$ cat config.mk
export PLATFORM = sky130hd
export DESIGN_NAME = glfph_cell
export DESIGN_NICKNAME = d
export VERILOG_FILES = /design/src/rtl/glfph_pkg.sv /design/src/rtl/glfph_cell.sv
export SDC_FILE = /design/constraint.sdc
export NUM_CORES = 1
export LEC_CHECK = 0
export BUFFER_PORTS_ARGS = -buffer_cell sky130_fd_sc_hd__buf_2
export CAP_MARGIN = 20
export CELL_PAD_IN_SITES_DETAIL_PLACEMENT = 0
export CELL_PAD_IN_SITES_GLOBAL_PLACEMENT = 1
export CORE_UTILIZATION = 43
export DETAILED_ROUTE_END_ITERATION = 12
export PLACE_DENSITY = 0.92
export SYNTH_ARGS = -nofsm -noshare
export SYNTH_HDL_FRONTEND = slang
export SYNTH_SLANG_ARGS = --single-unit
$ cat constraint.sdc
create_clock -name clk -period 13.63 [get_ports clk]
set_input_delay 2.0445 -clock clk [delete_from_list [all_inputs] [get_ports clk]]
set_output_delay 2.0445 -clock clk [all_outputs]
set_load 0.02 [all_outputs]
$ cat src/rtl/glfph_pkg.sv
// ----------------------------------------------------------------------------
// Gain/loss first-passage histogram package
// Shared widths, register indexes, defaults and the per-cell control bundle.
// ----------------------------------------------------------------------------
package glfph_pkg;

    localparam int DEF_MAX_LAG      = 32;
    localparam int DEF_SAMPLE_WIDTH = 32;
    localparam int DEF_COUNT_WIDTH  = 32;

    localparam int LAG_WIDTH       = 6;
    localparam int THRESH_WIDTH    = 31;
    localparam int CFG_INDEX_WIDTH = 2;
    localparam int CFG_DATA_WIDTH  = 31;

    localparam logic [CFG_INDEX_WIDTH-1:0] REG_LAG_LIMIT = 2'd0;
    localparam logic [CFG_INDEX_WIDTH-1:0] REG_THRESHOLD = 2'd1;

    localparam logic [LAG_WIDTH-1:0]    LAG_LIMIT_RESET = 6'd32;
    localparam logic [THRESH_WIDTH-1:0] THRESHOLD_RESET = 31'd655;

    typedef struct packed {
        logic step;
        logic clear_window;
        logic shift_bins;
        logic clear_bins;
    } cell_ctrl_t;

endpackage

$ cat src/rtl/glfph_cell.sv
// ----------------------------------------------------------------------------
// Histogram cell
// Holds one window entry with its pending flags and the gain and loss bins
// of one lag. Window entries move one cell down per sample; bins move one
// cell towards the output while a histogram is read out.
// ----------------------------------------------------------------------------
module glfph_cell #(
    parameter int SAMPLE_WIDTH = 32,
    parameter int COUNT_WIDTH  = 32
) (
    input  logic                               clk,
    input  logic                               rst_n,
    input  glfph_pkg::cell_ctrl_t              ctrl,
    input  logic                               en,
    input  logic [SAMPLE_WIDTH-1:0]            new_sample,
    input  logic [glfph_pkg::THRESH_WIDTH-1:0] threshold,
    input  logic [SAMPLE_WIDTH-1:0]            prev_value,
    input  logic                               prev_valid,
    input  logic                               prev_gain_pend,
    input  logic                               prev_loss_pend,
    output logic [SAMPLE_WIDTH-1:0]            value,
    output logic                               valid,
    output logic                               gain_pend,
    output logic                               loss_pend,
    input  logic [COUNT_WIDTH-1:0]             upper_gain_bin,
    input  logic [COUNT_WIDTH-1:0]             upper_loss_bin,
    output logic [COUNT_WIDTH-1:0]             gain_bin,
    output logic [COUNT_WIDTH-1:0]             loss_bin
);
    import glfph_pkg::*;

    localparam int DW = ((SAMPLE_WIDTH + 1 > THRESH_WIDTH + 1) ?
                         SAMPLE_WIDTH + 1 : THRESH_WIDTH + 1) + 1;

    logic [SAMPLE_WIDTH-1:0] value_reg;
    logic                    valid_reg, valid_next;
    logic                    gain_pend_reg, gain_pend_next;
    logic                    loss_pend_reg, loss_pend_next;
    logic [COUNT_WIDTH-1:0]  gain_bin_reg, gain_bin_next;
    logic [COUNT_WIDTH-1:0]  loss_bin_reg, loss_bin_next;

    logic signed [DW-1:0] diff;
    logic signed [DW-1:0] th_ext;
    logic signed [DW-1:0] diff_plus_th;
    logic                 gain_hit;
    logic                 loss_hit;

    assign diff = DW'($signed(new_sample)) - DW'($signed(value_reg));
    assign th_ext = $signed({{(DW - THRESH_WIDTH){1'b0}}, threshold});
    assign diff_plus_th = diff + th_ext;

    assign gain_hit = ctrl.step && en && valid_reg && gain_pend_reg && (diff >= th_ext);
    assign loss_hit = ctrl.step && en && valid_reg && loss_pend_reg &&
                      (diff_plus_th <= $signed(DW'(0)));

    always_comb
    begin
        valid_next     = valid_reg;
        gain_pend_next = gain_pend_reg && !gain_hit;
        loss_pend_next = loss_pend_reg && !loss_hit;
        if (ctrl.step)
        begin
            if (ctrl.clear_window)
            begin
                valid_next     = 1'b0;
                gain_pend_next = 1'b0;
                loss_pend_next = 1'b0;
            end
            else
            begin
                valid_next     = prev_valid;
                gain_pend_next = prev_gain_pend;
                loss_pend_next = prev_loss_pend;
            end
        end
    end

    always_comb
    begin
        gain_bin_next = gain_bin_reg;
        loss_bin_next = loss_bin_reg;
        if (ctrl.clear_bins)
        begin
            gain_bin_next = '0;
            loss_bin_next = '0;
        end
        else if (ctrl.shift_bins)
        begin
            gain_bin_next = upper_gain_bin;
            loss_bin_next = upper_loss_bin;
        end
        else
        begin
            if (gain_hit && (gain_bin_reg != '1))
            begin
                gain_bin_next = gain_bin_reg + COUNT_WIDTH'(1);
            end
            if (loss_hit && (loss_bin_reg != '1))
            begin
                loss_bin_next = loss_bin_reg + COUNT_WIDTH'(1);
            end
        end
    end

    always_ff @(posedge clk or negedge rst_n)
    begin
        if (!rst_n)
        begin
            valid_reg     <= 1'b0;
            gain_pend_reg <= 1'b0;
            loss_pend_reg <= 1'b0;
            gain_bin_reg  <= '0;
            loss_bin_reg  <= '0;
        end
        else
        begin
            valid_reg     <= valid_next;
            gain_pend_reg <= gain_pend_next;
            loss_pend_reg <= loss_pend_next;
            gain_bin_reg  <= gain_bin_next;
            loss_bin_reg  <= loss_bin_next;
        end
    end

    always_ff @(posedge clk)
    begin
        if (ctrl.step)
        begin
            value_reg <= prev_value;
        end
    end

    // A flag handed to the next cell already reflects a hit in this cycle.
    assign value     = value_reg;
    assign valid     = valid_reg;
    assign gain_pend = gain_pend_reg && !gain_hit;
    assign loss_pend = loss_pend_reg && !loss_hit;
    assign gain_bin  = gain_bin_reg;
    assign loss_bin  = loss_bin_reg;

endmodule
==> impl_metrics.env <==
export IMPL_place_congestion=0.972
export IMPL_cts_sinks=99
export IMPL_pre_cts_slack_ns=3.14
export IMPL_post_cts_buffers=0
export IMPL_rsz0062_at_grt="false"
export IMPL_cp_end_kind="output pin"
export IMPL_power_per_cell_area_nw_per_um2=107
export IMPL_core_area_um2=22800
export IMPL_synth_area_per_cell_um2=7.92
export IMPL_maxSlewViolCount=0
export IMPL_swShare_pct=44.2
export IMPL_yosysWarnings=0
export IMPL_setup_violations_final=0
export IMPL_routedWlPerCell_um=18.8
export IMPL_synth_top_area_share_pct=16.7
export IMPL_ys_ff_latch=99
export IMPL_fin_crit_sh_pct=78.0
export IMPL_p_switching_mw=0.564
export IMPL_setup_ws_ns=3.00
export IMPL_grt_start_max_net_pins=87
export IMPL_met3_usage_pct=5.49
export IMPL_fmax_mhz=94.1
export IMPL_place_inst=1795
export IMPL_cp_slowest_cell="or4b_2"
export IMPL_yosysSeqAreaShare_pct=26.3
export IMPL_nets=1761
export IMPL_cts_buffer_depth=2
export IMPL_period_minus_slack_ns=10.63
export IMPL_grt_usage_pct=28.1
export IMPL_grt_first_pass_wirelength_um=53300
export IMPL_worstHoldStart="gain_pend_reg"
export IMPL_hpwl_um=26700
export IMPL_portBuffers=267
export IMPL_status="finished, final reports clean"
export IMPL_cts_made_buffers=9
export IMPL_vias=10646
export IMPL_synthCells=1268
export IMPL_synth_commonest_cells="nor2_1 (126), inv_1 (106), nand2_1 (98), ha_1 (97), a21oi_1 (73)"
export IMPL_ys_types=81
export IMPL_skew_ns=0.0101
export IMPL_grt_pass1_vias=10201
export IMPL_syn_nets=1536
export IMPL_startpoint_type="primary input"
export IMPL_drc=0
export IMPL_grt_util_met1_pct=34.8
export IMPL_hold_violations=0
export IMPL_r2r_start="value[13]"
export IMPL_crit_fanout=37
export IMPL_synth_top_area_cell="dfrtp_1"
export IMPL_fin_cells=1816
export IMPL_cp_slowest_stage_delay_ns=0.63
export IMPL_wl_um=34100
export IMPL_synth_most_common_cell="nor2_1"
export IMPL_startpoint="new_sample[13]"
export IMPL_viasPerCell=5.86
export IMPL_yosys_top_cells_area="dfrtp_1 (17%), ha_1 (12%), edfxtp_1 (9.6%), nor2_1 (4.7%), inv_1 (4.0%)"
export IMPL_synthToLayoutAreaGrowth_pct=18.3
export IMPL_arrival_ns=8.58
export IMPL_tritoncts="yes"
export IMPL_first_pass_iters=5
export IMPL_clockPowerShare_pct=20.0
export IMPL_placementRows=55
export IMPL_path_cells="buf_2 -> ha_1 -> a21o_1 -> a21o_1 -> a221oi_1 -> a21boi_0 -> o21ai_0 -> a21boi_0 -> o21ai_0 -> a21boi_0 -> or4b_2 -> o2111ai_1 -> ha_1 -> or3_1 -> nor3_1 -> nor3b_1 -> or4_1 -> or4_1 -> a2111oi_2 -> nand4_1 -> nand2_1 -> buf_4 -> a21oi_1 -> buf_2"
export IMPL_clk_pin_slew_worst_paths_ns=0.07
export IMPL_path_class="primary input to output pin"
export IMPL_synthFlopType="dfrtp_1"
export IMPL_cpMostUsedCell="a21boi_0"
export IMPL_hold_buffers=0
export IMPL_ys_async_sr_fraction_pct=67.7
export IMPL_combPwrFrac_pct=52.5
export IMPL_hp_class="flip-flop to flip-flop"
export IMPL_p_leak_nw=5.47
export IMPL_total_power_mw=1.27
export IMPL_antenna_found_initial=6
export IMPL_grt_overflow=0
export IMPL_start_util_pct=44.1
export IMPL_use_met2_pct=47.3
export IMPL_synth_edf_count=32
export IMPL_worstMarginPinSlew_ns=1.15
export IMPL_drive_gt1_share_pct=20.4
export IMPL_internal_power_mw=0.711
export IMPL_final_antenna_net_count=0
export IMPL_die_w_um=155
export IMPL_drtIter0Drc=718
export IMPL_power_frac_seq_pct=27.5
export IMPL_post_cts_resized=0
export IMPL_htree_levels=3
export IMPL_setup_tns_ns=0
export IMPL_die_area_um2=24000
export IMPL_clk_latency_ns=0.36
export IMPL_worstPathRequired_ns=11.59
export IMPL_die_h_um=155
export IMPL_cts_root_buf="clkbuf_16"
export IMPL_syn_area_um2=10000
export IMPL_relSlewSlack_pct=22.7
export IMPL_peakVddDrop_mv=0.0567
export IMPL_max_cap_violations=0
export IMPL_io_pins=268
export IMPL_busiest_layer="met2"
[layout by cell type, fill, tap and decap left out, types with 7 or more instances in the layout]
cell	n
a211oi_1	32
a21o_1	20
a21oi_1	73
a311o_1	11
a31oi_1	9
and2_1	12
and3_1	27
buf_2	267
buf_4	7
clkbuf_16	10
dfrtp_1	67
edfxtp_1	32
ha_1	97
inv_1	105
nand2_1	98
nand2b_1	12
nand3_1	49
nand4_1	48
nor2_1	126
nor2b_1	24
nor3_1	39
nor4_1	26
o2111a_1	10
o211ai_1	11
o21a_1	13
o21ai_0	43
o21bai_1	9
o31ai_1	13
or3_1	13
or4_1	8
xnor2_1	29
xor2_1	23
[power by group through the flow]
stage	clock (mW)	sequential [mW]	combinational (mW)
2_1_floorplan	0	0.377	0.437
3_3_place_gp	0	0.356	0.657
3_5_place_dp	0	0.356	0.653
4_1_cts	0.259	0.350	0.657
5_1_grt	0.268	0.354	0.731
6_report	0.255	0.351	0.669
[path summary, 6_finish.rpt]
kind                                  to  slack (ns)  cells past startpoint
min in group asynchronous    loss_bin[6]        1.87                      2
hold / removal             gain_pend_reg        0.54                      2
max in group asynchronous    gain_bin[7]       11.13                      2
setup / recovery               loss_pend        3.00                     24
setup reg to reg            loss_bin[26]        6.08                     23
hold reg to reg            gain_pend_reg        0.54                      2
[layer usage]
layer  vias to the layer above  routed length (µm)  share of wire (%)
met5                         -                  11              0.032
met4                         2                1180                3.5
met3                        72                2600                7.6
met2                       454               16300                 48
met1                      4968               13900                 41
li1                       5150                   -                  -
[through the flow]
step                utilization (%)  hold WS [ns]  area (µm²)
finish                         52.1         0.541       11900
global route                   52.1         0.558       11900
CTS                            52.1         0.544       11900
detailed placement             50.8         0.528       11600
global placement               50.8         0.517       11600
floorplan                         -         0.498       10000
[layout make-up]
cell class,instances,area [µm²]
clock buffers,15,279
diodes,5,12.5
inverters,109,409
well taps,313,392
flip-flops and latches,99,2640
repair buffers,274,1390
clock inverters,1,6.26
fillers,2229,10900
multi-input cells,1000,6750
[logic make-up after synthesis]
group | count (synthesis) | synth area share [%]
mux | 6 | 0.611
xor+xnor | 52 | 4.54
buf+inv | 169 | 6.50
simple gates | 511 | 25.9
flops | 99 | 26.3
fa+ha+maj | 99 | 12.5
compound gates | 332 | 23.7
[critical path: cells and delay by family]
kind | cells | cell delay [ns]
AO/OA/AOI/OAI | 11 | 2.52
buffers and inverters | 3 | 0.63
AND/OR/NAND/NOR | 8 | 2.65
adder cells (fa/ha/maj) | 2 | 0.72
Power figures use the tool's default switching activity.
